### config.mk
export PLATFORM = sky130hd
export DESIGN_NAME = triple_token_bucket_limiter
export DESIGN_NICKNAME = d
export VERILOG_FILES = /design/src/sv/ttbl_pkg.sv /design/src/sv/ttbl_bucket.sv /design/src/sv/ttbl_stats.sv /design/src/sv/triple_token_bucket_limiter.sv
export SDC_FILE = /design/constraint.sdc
export NUM_CORES = 2
export LEC_CHECK = 0
export ABC_AREA = 1
export BUFFER_PORTS_ARGS = -buffer_cell sky130_fd_sc_hd__buf_2
export CAP_MARGIN = 20
export CORE_ASPECT_RATIO = 1.4
export CORE_MARGIN = 1
export CORE_UTILIZATION = 50
export DETAILED_ROUTE_END_ITERATION = 10
export PLACE_DENSITY_LB_ADDON = 0.1
export REMOVE_ABC_BUFFERS = 1
export SYNTH_ARGS = -nofsm -noshare
export SYNTH_HDL_FRONTEND = slang
export SYNTH_SLANG_ARGS = --single-unit
### constraint.sdc
create_clock -name clk -period 4 [get_ports clk]
set_input_delay 0.2 -clock clk [delete_from_list [all_inputs] [get_ports clk]]
set_output_delay 0.2 -clock clk [all_outputs]
set_load 0.005 [all_outputs]
### src/sv/ttbl_pkg.sv
package ttbl_pkg;

    // Default parameter values
    localparam int FRACTION_BITS_DEF = 16;
    localparam int COUNT_BITS_DEF    = 32;

    // Fixed field widths
    localparam int LEVEL_INT_BITS = 32;
    localparam int BURST_W        = 32;
    localparam int CFG_DATA_W     = 48;
    localparam int CFG_INDEX_W    = 3;
    localparam int CMD_W          = 2;
    localparam int LEN_W          = 16;
    localparam int OCTET_SUM_W    = 48;
    localparam int OUT_CNT_W      = 32;

    // Stream widths: slave tdata carries message_length, tuser carries command
    localparam int S_TDATA_W = 16;
    localparam int S_TUSER_W = CMD_W;
    // Master tdata: allowed + six counters = 225 bits, padded to 232
    localparam int M_FIELDS_W = 1 + 4 * OUT_CNT_W + 2 * OCTET_SUM_W;
    localparam int M_TDATA_W  = ((M_FIELDS_W + 7) / 8) * 8;

    // Commands
    localparam logic [CMD_W-1:0] CMD_TICK    = 2'd0;
    localparam logic [CMD_W-1:0] CMD_MESSAGE = 2'd1;
    localparam logic [CMD_W-1:0] CMD_CALL    = 2'd2;
    localparam logic [CMD_W-1:0] CMD_CLEAR   = 2'd3;

    // Configuration register indexes
    localparam logic [CFG_INDEX_W-1:0] REG_MESSAGE_RATE  = 3'd0;
    localparam logic [CFG_INDEX_W-1:0] REG_MESSAGE_BURST = 3'd1;
    localparam logic [CFG_INDEX_W-1:0] REG_OCTET_RATE    = 3'd2;
    localparam logic [CFG_INDEX_W-1:0] REG_OCTET_BURST   = 3'd3;
    localparam logic [CFG_INDEX_W-1:0] REG_CALL_RATE     = 3'd4;
    localparam logic [CFG_INDEX_W-1:0] REG_CALL_BURST    = 3'd5;

    // Per-bucket operation for the current request
    typedef struct packed {
        logic refill;
        logic take;
    } bucket_op_t;

    // Counter update for the current request
    typedef struct packed {
        logic msg_req;
        logic msg_ok;
        logic call_req;
        logic call_ok;
        logic clear;
    } stat_op_t;

endpackage

### src/sv/ttbl_bucket.sv
module ttbl_bucket
    import ttbl_pkg::*;
#(
    parameter int FRACTION_BITS = FRACTION_BITS_DEF
)
(
    input  logic                                  clk,
    input  logic                                  rst_n,
    input  logic                                  rate_we,
    input  logic                                  burst_we,
    input  logic [CFG_DATA_W-1:0]                 cfg_data,
    input  bucket_op_t                            op,
    input  logic [LEVEL_INT_BITS+FRACTION_BITS-1:0] need,
    output logic                                  grant
);

    localparam int LEVEL_W = LEVEL_INT_BITS + FRACTION_BITS;

    logic [LEVEL_W-1:0] rate_reg;
    logic [BURST_W-1:0] burst_reg;
    logic [LEVEL_W-1:0] level_reg;
    logic [LEVEL_W-1:0] level_next;

    logic [LEVEL_W-1:0] cap;
    logic [LEVEL_W-1:0] fill_cap;
    logic [LEVEL_W:0]   sum;
    logic [LEVEL_W-1:0] refilled;
    logic               disabled;
    logic               enough;

    assign cap      = LEVEL_W'(burst_reg) << FRACTION_BITS;
    assign fill_cap = LEVEL_W'(burst_we ? cfg_data[BURST_W-1:0] : burst_reg) << FRACTION_BITS;
    assign sum      = {1'b0, level_reg} + {1'b0, rate_reg};
    assign refilled = (sum > {1'b0, cap}) ? cap : sum[LEVEL_W-1:0];
    assign disabled = (rate_reg == '0) && (burst_reg == '0);
    assign enough   = (level_reg >= need);
    assign grant    = disabled || enough;

    always_comb
    begin
        level_next = level_reg;
        if (rate_we || burst_we)
        begin
            level_next = fill_cap;
        end
        else if (op.refill)
        begin
            level_next = refilled;
        end
        else if (op.take && !disabled && enough)
        begin
            level_next = level_reg - need;
        end
    end

    always_ff @(posedge clk or negedge rst_n)
    begin
        if (!rst_n)
        begin
            rate_reg  <= '0;
            burst_reg <= '0;
            level_reg <= '0;
        end
        else
        begin
            if (rate_we)
            begin
                // Register is 48 bits; keep only the level's width of it
                rate_reg <= LEVEL_W'(cfg_data);
            end
            if (burst_we)
            begin
                burst_reg <= cfg_data[BURST_W-1:0];
            end
            level_reg <= level_next;
        end
    end

    // Level never exceeds the bucket capacity
    a_level_capped: assert property (@(posedge clk) disable iff (!rst_n)
        level_reg <= cap)
        else $error("bucket level above capacity");

    // A granted take on an enabled bucket removes exactly the request
    a_take_exact: assert property (@(posedge clk) disable iff (!rst_n)
        op.take && !op.refill && !disabled && enough && !rate_we && !burst_we
        |=> level_reg == $past(level_reg - need))
        else $error("bucket take did not subtract request");

endmodule

### src/sv/ttbl_stats.sv
module ttbl_stats
    import ttbl_pkg::*;
#(
    parameter int COUNT_BITS = COUNT_BITS_DEF
)
(
    input  logic                   clk,
    input  logic                   rst_n,
    input  stat_op_t               op,
    input  logic [LEN_W-1:0]       length,
    output logic [OUT_CNT_W-1:0]   messages_passed,
    output logic [OUT_CNT_W-1:0]   messages_refused,
    output logic [OCTET_SUM_W-1:0] octets_passed,
    output logic [OCTET_SUM_W-1:0] octets_refused,
    output logic [OUT_CNT_W-1:0]   calls_passed,
    output logic [OUT_CNT_W-1:0]   calls_refused
);

    logic [COUNT_BITS-1:0]  msg_pass_reg;
    logic [COUNT_BITS-1:0]  msg_drop_reg;
    logic [OCTET_SUM_W-1:0] oct_pass_reg;
    logic [OCTET_SUM_W-1:0] oct_drop_reg;
    logic [COUNT_BITS-1:0]  call_pass_reg;
    logic [COUNT_BITS-1:0]  call_drop_reg;

    always_ff @(posedge clk or negedge rst_n)
    begin
        if (!rst_n)
        begin
            msg_pass_reg  <= '0;
            msg_drop_reg  <= '0;
            oct_pass_reg  <= '0;
            oct_drop_reg  <= '0;
            call_pass_reg <= '0;
            call_drop_reg <= '0;
        end
        else if (op.clear)
        begin
            msg_pass_reg  <= '0;
            msg_drop_reg  <= '0;
            oct_pass_reg  <= '0;
            oct_drop_reg  <= '0;
            call_pass_reg <= '0;
            call_drop_reg <= '0;
        end
        else
        begin
            if (op.msg_req)
            begin
                if (op.msg_ok)
                begin
                    msg_pass_reg <= msg_pass_reg + COUNT_BITS'(1);
                    oct_pass_reg <= oct_pass_reg + OCTET_SUM_W'(length);
                end
                else
                begin
                    msg_drop_reg <= msg_drop_reg + COUNT_BITS'(1);
                    oct_drop_reg <= oct_drop_reg + OCTET_SUM_W'(length);
                end
            end
            if (op.call_req)
            begin
                if (op.call_ok)
                begin
                    call_pass_reg <= call_pass_reg + COUNT_BITS'(1);
                end
                else
                begin
                    call_drop_reg <= call_drop_reg + COUNT_BITS'(1);
                end
            end
        end
    end

    assign messages_passed  = OUT_CNT_W'(msg_pass_reg);
    assign messages_refused = OUT_CNT_W'(msg_drop_reg);
    assign octets_passed    = oct_pass_reg;
    assign octets_refused   = oct_drop_reg;
    assign calls_passed     = OUT_CNT_W'(call_pass_reg);
    assign calls_refused    = OUT_CNT_W'(call_drop_reg);

    // Clear leaves every counter at zero
    a_clear_zeroes: assert property (@(posedge clk) disable iff (!rst_n)
        op.clear |=> (msg_pass_reg == '0) && (msg_drop_reg == '0) &&
                     (oct_pass_reg == '0) && (oct_drop_reg == '0) &&
                     (call_pass_reg == '0) && (call_drop_reg == '0))
        else $error("counters not cleared");

endmodule

### src/sv/triple_token_bucket_limiter.sv
// Triple token-bucket rate limiter. Three buckets (messages, octets, calls)
// hold levels in unsigned fixed point, 32 integer bits and FRACTION_BITS
// fraction bits. Requests enter on the s_axis stream: tuser is the command
// (tick refill, message request, call request, clear counters) and tdata is
// the message length. Every request produces exactly one result on m_axis:
// the allowed flag plus all six pass/drop counters as they stand after that
// request. A message request tries the message bucket (one token) and the
// octet bucket (length tokens) independently; a bucket that grants keeps its
// deduction even if the other one refuses. A bucket with rate and burst both
// zero always grants and takes nothing. Throughput is one request per clock
// while m_axis_tready is high, passing the input register and then the result
// register, with the bucket adds and compares between them. A result held by
// m_axis_tready low stalls only the stage behind it; the input register still
// takes one more request. Configuration goes in on the cfg channel (index 0..5
// as rate/burst for message, octet, call; other indexes ignored) and must be
// written only while no request is in flight; writing either register of a
// bucket fills that bucket to its burst. cfg_ready is always high.
module triple_token_bucket_limiter
    import ttbl_pkg::*;
#(
    parameter int FRACTION_BITS = FRACTION_BITS_DEF,
    parameter int COUNT_BITS    = COUNT_BITS_DEF
)
(
    input  logic                   clk,
    input  logic                   rst_n,

    // Request stream
    input  logic                   s_axis_tvalid,
    output logic                   s_axis_tready,
    input  logic [S_TDATA_W-1:0]   s_axis_tdata,  // [15:0] message_length
    input  logic [S_TUSER_W-1:0]   s_axis_tuser,  // [1:0] command

    // Result stream
    output logic                   m_axis_tvalid,
    input  logic                   m_axis_tready,
    // [0] allowed, [32:1] messages_passed, [64:33] messages_refused,
    // [112:65] octets_passed, [160:113] octets_refused,
    // [192:161] calls_passed, [224:193] calls_refused, [231:225] zero
    output logic [M_TDATA_W-1:0]   m_axis_tdata,

    // Configuration write channel
    input  logic                   cfg_valid,
    output logic                   cfg_ready,
    input  logic [CFG_INDEX_W-1:0] cfg_index,
    input  logic [CFG_DATA_W-1:0]  cfg_data
);

    localparam int LEVEL_W = LEVEL_INT_BITS + FRACTION_BITS;

    // Input register
    logic             in_valid_reg;
    logic [CMD_W-1:0] in_cmd_reg;
    logic [LEN_W-1:0] in_len_reg;

    // Result register
    logic             out_valid_reg;
    logic             allowed_reg;
    logic             allowed_next;

    logic             s_accept;
    logic             advance;
    logic             cfg_write;

    // Config decode
    logic msg_rate_we, msg_burst_we;
    logic oct_rate_we, oct_burst_we;
    logic call_rate_we, call_burst_we;

    // Bucket interface
    bucket_op_t         msg_op, oct_op, call_op;
    logic               msg_grant, oct_grant, call_grant;
    logic [LEVEL_W-1:0] one_token;
    logic [LEVEL_W-1:0] octet_need;

    stat_op_t           stat_op;

    logic [OUT_CNT_W-1:0]   messages_passed, messages_refused;
    logic [OCTET_SUM_W-1:0] octets_passed, octets_refused;
    logic [OUT_CNT_W-1:0]   calls_passed, calls_refused;

    // The request in the input register is resolved when the result slot is
    // free or being drained; bucket and counter state update on that edge,
    // so the next request to resolve already sees the updated state.
    assign advance       = in_valid_reg && (!out_valid_reg || m_axis_tready);
    assign s_axis_tready = !in_valid_reg || advance;
    assign s_accept      = s_axis_tvalid && s_axis_tready;

    assign cfg_ready = 1'b1;
    assign cfg_write = cfg_valid && cfg_ready;

    always_ff @(posedge clk or negedge rst_n)
    begin
        if (!rst_n)
        begin
            in_valid_reg <= 1'b0;
        end
        else if (s_accept)
        begin
            in_valid_reg <= 1'b1;
        end
        else if (advance)
        begin
            in_valid_reg <= 1'b0;
        end
    end

    always_ff @(posedge clk)
    begin
        if (s_accept)
        begin
            in_cmd_reg <= s_axis_tuser;
            in_len_reg <= s_axis_tdata[LEN_W-1:0];
        end
    end

    always_comb
    begin
        msg_rate_we   = 1'b0;
        msg_burst_we  = 1'b0;
        oct_rate_we   = 1'b0;
        oct_burst_we  = 1'b0;
        call_rate_we  = 1'b0;
        call_burst_we = 1'b0;
        if (cfg_write)
        begin
            unique case (cfg_index)
                REG_MESSAGE_RATE:  msg_rate_we   = 1'b1;
                REG_MESSAGE_BURST: msg_burst_we  = 1'b1;
                REG_OCTET_RATE:    oct_rate_we   = 1'b1;
                REG_OCTET_BURST:   oct_burst_we  = 1'b1;
                REG_CALL_RATE:     call_rate_we  = 1'b1;
                REG_CALL_BURST:    call_burst_we = 1'b1;
                default:           ; // unused indexes are ignored
            endcase
        end
    end

    // Command decode, gated by advance so nothing moves on a stalled request
    always_comb
    begin
        msg_op  = '0;
        oct_op  = '0;
        call_op = '0;
        stat_op = '0;
        if (advance)
        begin
            unique case (in_cmd_reg)
                CMD_TICK:
                begin
                    msg_op.refill  = 1'b1;
                    oct_op.refill  = 1'b1;
                    call_op.refill = 1'b1;
                end
                CMD_MESSAGE:
                begin
                    msg_op.take     = 1'b1;
                    oct_op.take     = 1'b1;
                    stat_op.msg_req = 1'b1;
                end
                CMD_CALL:
                begin
                    call_op.take     = 1'b1;
                    stat_op.call_req = 1'b1;
                end
                CMD_CLEAR:
                begin
                    stat_op.clear = 1'b1;
                end
            endcase
        end
        stat_op.msg_ok  = msg_grant && oct_grant;
        stat_op.call_ok = call_grant;
    end

    assign one_token  = LEVEL_W'(1) << FRACTION_BITS;
    assign octet_need = LEVEL_W'(in_len_reg) << FRACTION_BITS;

    assign allowed_next = (stat_op.msg_req && stat_op.msg_ok) ||
                          (stat_op.call_req && stat_op.call_ok);

    ttbl_bucket #(.FRACTION_BITS(FRACTION_BITS)) u_msg_bucket
    (
        .clk      (clk),
        .rst_n    (rst_n),
        .rate_we  (msg_rate_we),
        .burst_we (msg_burst_we),
        .cfg_data (cfg_data),
        .op       (msg_op),
        .need     (one_token),
        .grant    (msg_grant)
    );

    ttbl_bucket #(.FRACTION_BITS(FRACTION_BITS)) u_oct_bucket
    (
        .clk      (clk),
        .rst_n    (rst_n),
        .rate_we  (oct_rate_we),
        .burst_we (oct_burst_we),
        .cfg_data (cfg_data),
        .op       (oct_op),
        .need     (octet_need),
        .grant    (oct_grant)
    );

    ttbl_bucket #(.FRACTION_BITS(FRACTION_BITS)) u_call_bucket
    (
        .clk      (clk),
        .rst_n    (rst_n),
        .rate_we  (call_rate_we),
        .burst_we (call_burst_we),
        .cfg_data (cfg_data),
        .op       (call_op),
        .need     (one_token),
        .grant    (call_grant)
    );

    // Counters only move on advance, which needs a free or draining result slot, so while
    // a result waits the counter registers hold exactly its values.
    ttbl_stats #(.COUNT_BITS(COUNT_BITS)) u_stats
    (
        .clk              (clk),
        .rst_n            (rst_n),
        .op               (stat_op),
        .length           (in_len_reg),
        .messages_passed  (messages_passed),
        .messages_refused (messages_refused),
        .octets_passed    (octets_passed),
        .octets_refused   (octets_refused),
        .calls_passed     (calls_passed),
        .calls_refused    (calls_refused)
    );

    always_ff @(posedge clk or negedge rst_n)
    begin
        if (!rst_n)
        begin
            out_valid_reg <= 1'b0;
        end
        else if (advance)
        begin
            out_valid_reg <= 1'b1;
        end
        else if (m_axis_tready)
        begin
            out_valid_reg <= 1'b0;
        end
    end

    always_ff @(posedge clk)
    begin
        if (advance)
        begin
            allowed_reg <= allowed_next;
        end
    end

    assign m_axis_tvalid = out_valid_reg;
    assign m_axis_tdata  = {
        (M_TDATA_W - M_FIELDS_W)'(0),
        calls_refused,
        calls_passed,
        octets_refused,
        octets_passed,
        messages_refused,
        messages_passed,
        allowed_reg
    };

    // An accepted request always lands in the input register
    a_in_loaded: assert property (@(posedge clk) disable iff (!rst_n)
        s_accept |=> in_valid_reg)
        else $error("accepted request lost");

    // Tick and clear never report a pass
    a_tick_clear_refused: assert property (@(posedge clk) disable iff (!rst_n)
        advance && ((in_cmd_reg == CMD_TICK) || (in_cmd_reg == CMD_CLEAR))
        |=> m_axis_tvalid && !allowed_reg)
        else $error("tick or clear reported allowed");

endmodule
# After elaboration in Yosys (flattened, before gate mapping)
# Cells that the tools add are included.
[totals] inputBits=74 out_inout_bits=235 wordCells=155 ff_bits=629
[op_classes] n_eq_ne=10 reduce_logical=49 n_addsub=12 n_mux=58 n_lt_le_gt_ge=6
[op_table] operator="$mux 48" n=18
[op_table] operator="$mux 32" n=15
[op_table] operator="$add 48x48->49" n=3
[op_table] operator="$gt 49x48->1" n=3
[op_table] operator="$logic_not 48->1" n=3
[op_table] operator="$add 32x1->32 const B" n=4
[op_table] operator="$add 48x16->48" n=2
[op_table] operator="$ge 48x17->1 const B" n=2
[op_table] operator="$logic_not 32->1" n=3
[op_table] operator="$sub 48x17->48 const B" n=2
[op_table] operator="$ge 48x32->1" n=1
[op_table] operator="$sub 48x32->48" n=1
[op_table] operator="$mux 1" n=23
[op_table] operator="$logic_and 1x1->1" n=14
[op_table] operator="$reduce_bool 2->1" n=6
[op_table] operator="$logic_or 1x1->1" n=9
[op_table] operator="$reduce_bool 3->1" n=3
[op_table] operator="$reduce_and 2->1" n=4
[op_table] operator="$eq 3x2->1 const B" n=2
[op_table] operator="$eq 3x3->1 const B" n=2
[op_table] operator="$logic_not 1->1" n=5
[op_table] operator="$eq 2x2->1 const B" n=2
[op_table] operator="$mux 2" n=2
[op_table] operator="$eq 3x1->1 const B" n=1
[op_table] operator="5 further kinds" n=5

# Logic depth before layout (Yosys ltp)
[depth] ltp_word=9 depth_mapped=37 ltp_nobuf=36

# Hierarchy
# Synthesis repeated with hierarchy kept, for this count alone.
[unflattened] cells_unflattened=9010 area_unflattened_um2=57037.2
[by_module_without_submodules] module="ttbl_bucket at u_call_bucket ..." seq_area_each_um2=3203.1 area_per_inst_um2=13763.2 cells_per_inst=2231 instances=2
[by_module_without_submodules] module="ttbl_stats" seq_area_each_um2=5605.4 area_per_inst_um2=14916.8 cells_per_inst=2258 instances=1
[by_module_without_submodules] module="ttbl_bucket at u_oct_bucket" seq_area_each_um2=3203.1 area_per_inst_um2=13745.7 cells_per_inst=2223 instances=1
[by_module_without_submodules] module="triple_token_bucket_limiter" seq_area_each_um2=620.6 area_per_inst_um2=848.3 cells_per_inst=67 instances=1

# Least setup slack after synthesis
# Ideal clock, no wire load.
[synth_path] kind="register -> register" startpoint="register u_msg_bucket.level_reg[0]" endpoint="register u_msg_bucket.level_reg[44]" synth_period_minus_slack_ns=4.108 setup_ns=0.116 t_required_ns=3.884 arrival_time_ns=3.992 slack_ns=-0.108 stages_incl_launch_ff=31 n_path_buf=1 cell_sequence="dfrtp_1 -> ha_1 -> inv_1 -> fa_1 -> inv_1 -> nand3_1 -> nand2_1 -> a21boi_1 -> o21ai_0 -> a21oi_1 -> o21ai_0 -> nand2_1 -> nand2_1 -> nand2_1 -> nand2_1 -> inv_1 -> ha_1 -> nand2_1 -> nor4_1 -> nand4_1 -> nor2_1 -> nand3_1 -> nor2_1 -> nand4_2 -> nand2_2 -> buf_2 -> nand2_1 -> nand3_1 -> nand2_1 -> nand2_1 -> nand2_1"
[synth_via] elab_chain_cells=5 word_cells_on_any_way=10 cone_classes="2 x add/sub; 2 x order compare; 4 x mux; 2 x reduce/logical"
[synth_lines] item="start: declaration" line_no="ttbl_bucket.sv:21" rtl="logic [LEVEL_W-1:0] level_reg;"
[synth_lines] item="start signal: assignment" line_no="ttbl_bucket.sv:75" rtl="level_reg <= level_next;"
[synth_lines] item="$add 48x48->49" line_no="ttbl_bucket.sv:33" rtl="assign sum = {1'b0, level_reg} + {1'b0, rate_reg};"
[synth_lines] item="$gt 49x48->1" line_no="ttbl_bucket.sv:34" rtl="assign refilled = (sum > {1'b0, cap}) ? cap : sum[LEVEL_W-1:0];"
[synth_lines] item="$mux 48" line_no="ttbl_bucket.sv:34"
[synth_lines] item="$mux 48" line_no="ttbl_bucket.sv:46" rtl="else if (op.refill)"
[synth_lines] item="$mux 48" line_no="ttbl_bucket.sv:42" rtl="if (rate_we || burst_we)"
# Several ways; a longest one is shown, not always the timed one. The select of a mux whose other input is x is not followed.
# A chain may end at the register's enable or synchronous reset.

# Worst setup path after layout
[layout_path] startpoint="register u_call_bucket.rate_reg[16]" endpoint="register u_call_bucket.level_reg[22]"
[layout_via] elab_chain_cells=6 word_cells_on_any_way=11 cone_classes="1 x add/sub; 1 x order compare; 3 x mux; 6 x reduce/logical"
[layout_lines] item="start: declaration" line_no="ttbl_bucket.sv:19" rtl="logic [LEVEL_W-1:0] rate_reg;"
[layout_lines] item="start signal: assignment" line_no="ttbl_bucket.sv:69" rtl="rate_reg <= LEVEL_W'(cfg_data);"
[layout_lines] item="branches (longest 6 deep; another with $add 48x48->49)"
[layout_lines] item="end signal: assignment" line_no="ttbl_bucket.sv:75"
[layout_lines] item="end: declaration" line_no="ttbl_bucket.sv:21"
# Several ways; the timed one is not identified.

==> metrics.txt <==
status finished with violations; failing checks setup timing; layout cells sized above 1 0.289; worst slew pin tran roughly 1.2 ns; WL per Instance between 20 and 25 um; cell mode on critical path nand2_1; core area a little under 100000 um2; CP Launch Type register; Post-synth EDFFs 19; #FFs+latches synth ~630; 1st-pass router iterations 8; via-per-instance ratio between 5 and 6; antenna violations before repair 12; LEAKAGE 32.3 nW; Rel. slew slack 0.213; routed length on met3 approximately 18000 um; Final Slew Violations 0; fmax around 210 MHz; Congestion Overflow GR 0; worst hold path type in2reg; via count 57200; Yosys top cell by area dfrtp_1; worst slack at placement -1.40 ns; post-synthesis sequential area ratio 0.325; mux contribution to synthesized area 0; RSZ-0062 raised after global routing yes; Synth-to-Final Area Change 40.6%; Post-Syn Instances between 7000 and 8000; # clock sinks between 600 and 700; # rows between 100 and 150; clk buf depth 3; first-pass GRT wire length between 300000 and 400000 um; vias in the first global route roughly 55000; Power per Cell Area between 800 and 900 nW/um2; Final Total Pwr ~57 mW; Post-Synth XOR/XNOR Area 0.0554; met2 WL post-DR 102000 um; Antenna Nets Post-Route 0; area share of the largest cell type after synthesis 0.313; Post-Synth Simple-Gate Area 0.298; Setup TNS Final -88.07 ns; Yosys cell types 68; largest family of logic cells by synthesized area simple AND/OR/NAND/NOR gates; post-synthesis compound-gate area fraction 0.159; Die Ht between 300 and 400 um; FILL cells just over 8000; Tmin final between 4 and 5 ns; Hold Fails Final Rpt 0; final weighted congestion in routability-driven placement around 1.0; Syn. warnings 0; CTS tree built; Mapped Avg Cell Area slightly below 7 um2; DRC 0; worst skew pair latency roughly 0.70 ns; layout net count between 8000 and 9000; Setup-failing EPs final approximately 140; CP required between 4 and 5 ns; full die area 98700 um2; worst vdd ir about 0.77 mV; clk slew on worst S/H paths 0.06 ns; synth top area cells dfrtp_1, nand2_1, ha_1; Crit path arrival time about 5.3 ns; met1 WL a little under 80000 um; asr flop ratio synth 0.970; Slowest-stage cell, CP dfrtp_1; uppermost layer routed met5; Port-buffer cells 300; total track usage 0.434; I/O Pins about 310; CP Class reg2reg; final hold slack ~0.056 ns; largest net degree at the start of global routing approximately 140; DP HPWL 163000 um; Die W between 200 and 300 um; CP max FO 5; crit end category register; Initial Util 0.504; CP peak stage delay around 0.56 ns; wirelength, routed about 220000 um; Synth Area in Adders 0.0785; skew final 0.0440 ns; Tcrit/Tclk final 1.18; number of max-cap violations 0; Final Worst Setup Slack -0.706 ns; Num CTS Buffers 70; H-tree level count 3; mapped cell area around 49000 um2; top_reg_cell synth dfrtp_1; clock root buffer master clkbuf_16; Iter 0 DRT Violations 5182
==> final cells by class <==
| cell class | count | area [um2] | area share |
|---|---|---|---|
| clock buffer | 88 | 1920 | 0.0281 |
| multi-input combinational | 5438 | 33800 | 0.493 |
| timing repair buffer | 1495 | 11600 | 0.169 |
| antenna | 8 | 20.0 | 0.000292 |
| clock inverter | 38 | 483 | 0.00705 |
| inverter | 846 | 3190 | 0.0466 |
| sequential | 629 | 15900 | 0.232 |
| tap | 1301 | 1630 | 0.0238 |
==> synthesized netlist by cell type, drive strengths merged, types with 3 or more instances <==
| master | instances |
|---|---|
| a211oi | 18 |
| a21boi | 15 |
| a21o | 29 |
| a21oi | 441 |
| a221oi | 9 |
| a22o | 13 |
| a31oi | 43 |
| buf | 78 |
| clkbuf | 129 |
| dfrtp | 610 |
| edfxtp | 19 |
| fa | 6 |
| ha | 296 |
| inv | 844 |
| nand2 | 1796 |
| nand3 | 379 |
| nand3b | 8 |
| nand4 | 132 |
| nor2 | 801 |
| nor3 | 160 |
| nor3b | 8 |
| nor4 | 133 |
| nor4b | 3 |
| o211ai | 3 |
| o21a | 13 |
| o21ai | 602 |
| o21bai | 17 |
| o22ai | 9 |
| o311ai | 5 |
| o31ai | 147 |
| or2 | 18 |
| xnor2 | 122 |
| xor2 | 186 |
==> logic make-up after synthesis <==
logic type                 after synthesis
and+or+nand+nor                       3445
AOI/OAI and AO/OA                     1375
buffers and inverters                 1053
DFF                                    629
xor gates and xnor gates               308
adders and majority gates              302
other                                    2
==> metrics by stage <==
step                      area [um2]   util  cells
after CTS                      65500  0.678   9778
after detailed placement       58800  0.609   9525
final                          68500  0.709   9843
after global routing           68400  0.708   9838
after global placement         58800  0.609   9525
after floorplan                47800      -   6913
==> path summary, 6_finish.rpt <==
check                                           start                     endpoint  slack, ns  cells after the start
max in group asynchronous                       rst_n     u_stats.calls_passed[14]       2.76                      3
setup reg to reg           u_call_bucket.rate_reg[16]  u_call_bucket.level_reg[22]      -0.71                     28
setup / recovery           u_call_bucket.rate_reg[16]  u_call_bucket.level_reg[22]      -0.71                     28
hold reg to reg            u_stats.messages_passed[3]   u_stats.messages_passed[3]       0.51                      1
hold / removal                           cfg_data[26]    u_msg_bucket.rate_reg[26]       0.06                      3
min in group asynchronous                       rst_n  u_stats.messages_passed[24]       0.14                      2
==> metal layers <==
layer | vias up | track usage
met5 | - | 0
met4 | 8 | 0.398
met3 | 1068 | 0.0889
met2 | 2809 | 0.713
met1 | 26900 | 0.469
li1 | 26400 | -
==> power by group <==
part	internal (mW)	total [mW]	switching [mW]
Clock	3.98	7.01	3.03
Combinational	18.1	39.8	21.7
Sequential	7.89	9.91	2.02
Total	30.0	56.7	26.8
==> critical path, delay by kind of cell (launching register included) <==
family / cells / cell delay [ns]
buffers and inverters: 5 / 0.76
and+or+nand+nor: 19 / 2.11
xor gates and xnor gates: 1 / 0.40
AOI/OAI and AO/OA: 1 / 0.09
DFF: 1 / 0.56
adders and majority gates: 2 / 0.63
==> cell usage in the layout, fill, tap and decap left out, drive strengths merged, types with 6 or more instances in the layout <==
master / netlist / routed
a211oi: 18 / 18
a21boi: 15 / 15
a21o: 29 / 29
a21oi: 441 / 441
a221oi: 9 / 9
a22o: 13 / 13
a31oi: 43 / 43
buf: 78 / 1458
bufinv: 0 / 8
clkbuf: 129 / 90
clkinv: 2 / 22
conb: 2 / 8
dfrtp: 610 / 610
diode: 0 / 8
dlygate4sd3: 0 / 35
edfxtp: 19 / 19
fa: 6 / 6
ha: 296 / 296
inv: 844 / 850
nand2: 1796 / 1796
nand3: 379 / 379
nand3b: 8 / 8
nand4: 132 / 132
nor2: 801 / 801
nor3: 160 / 160
nor3b: 8 / 8
nor4: 133 / 133
o21a: 13 / 13
o21ai: 602 / 602
o21bai: 17 / 17
o22ai: 9 / 9
o31ai: 147 / 147
or2: 18 / 18
xnor2: 122 / 122
xor2: 186 / 186
==> what timing repair did <==
item                       CTS  global route
pin swaps                  183           260
gates cloned                18             2
setup endpoints to repair  144           144
hold endpoints to repair   132             0
hold buffers                35             0
setup buffers               78            59
gates resized for setup    640           540
Power figures use the tool's default switching activity.
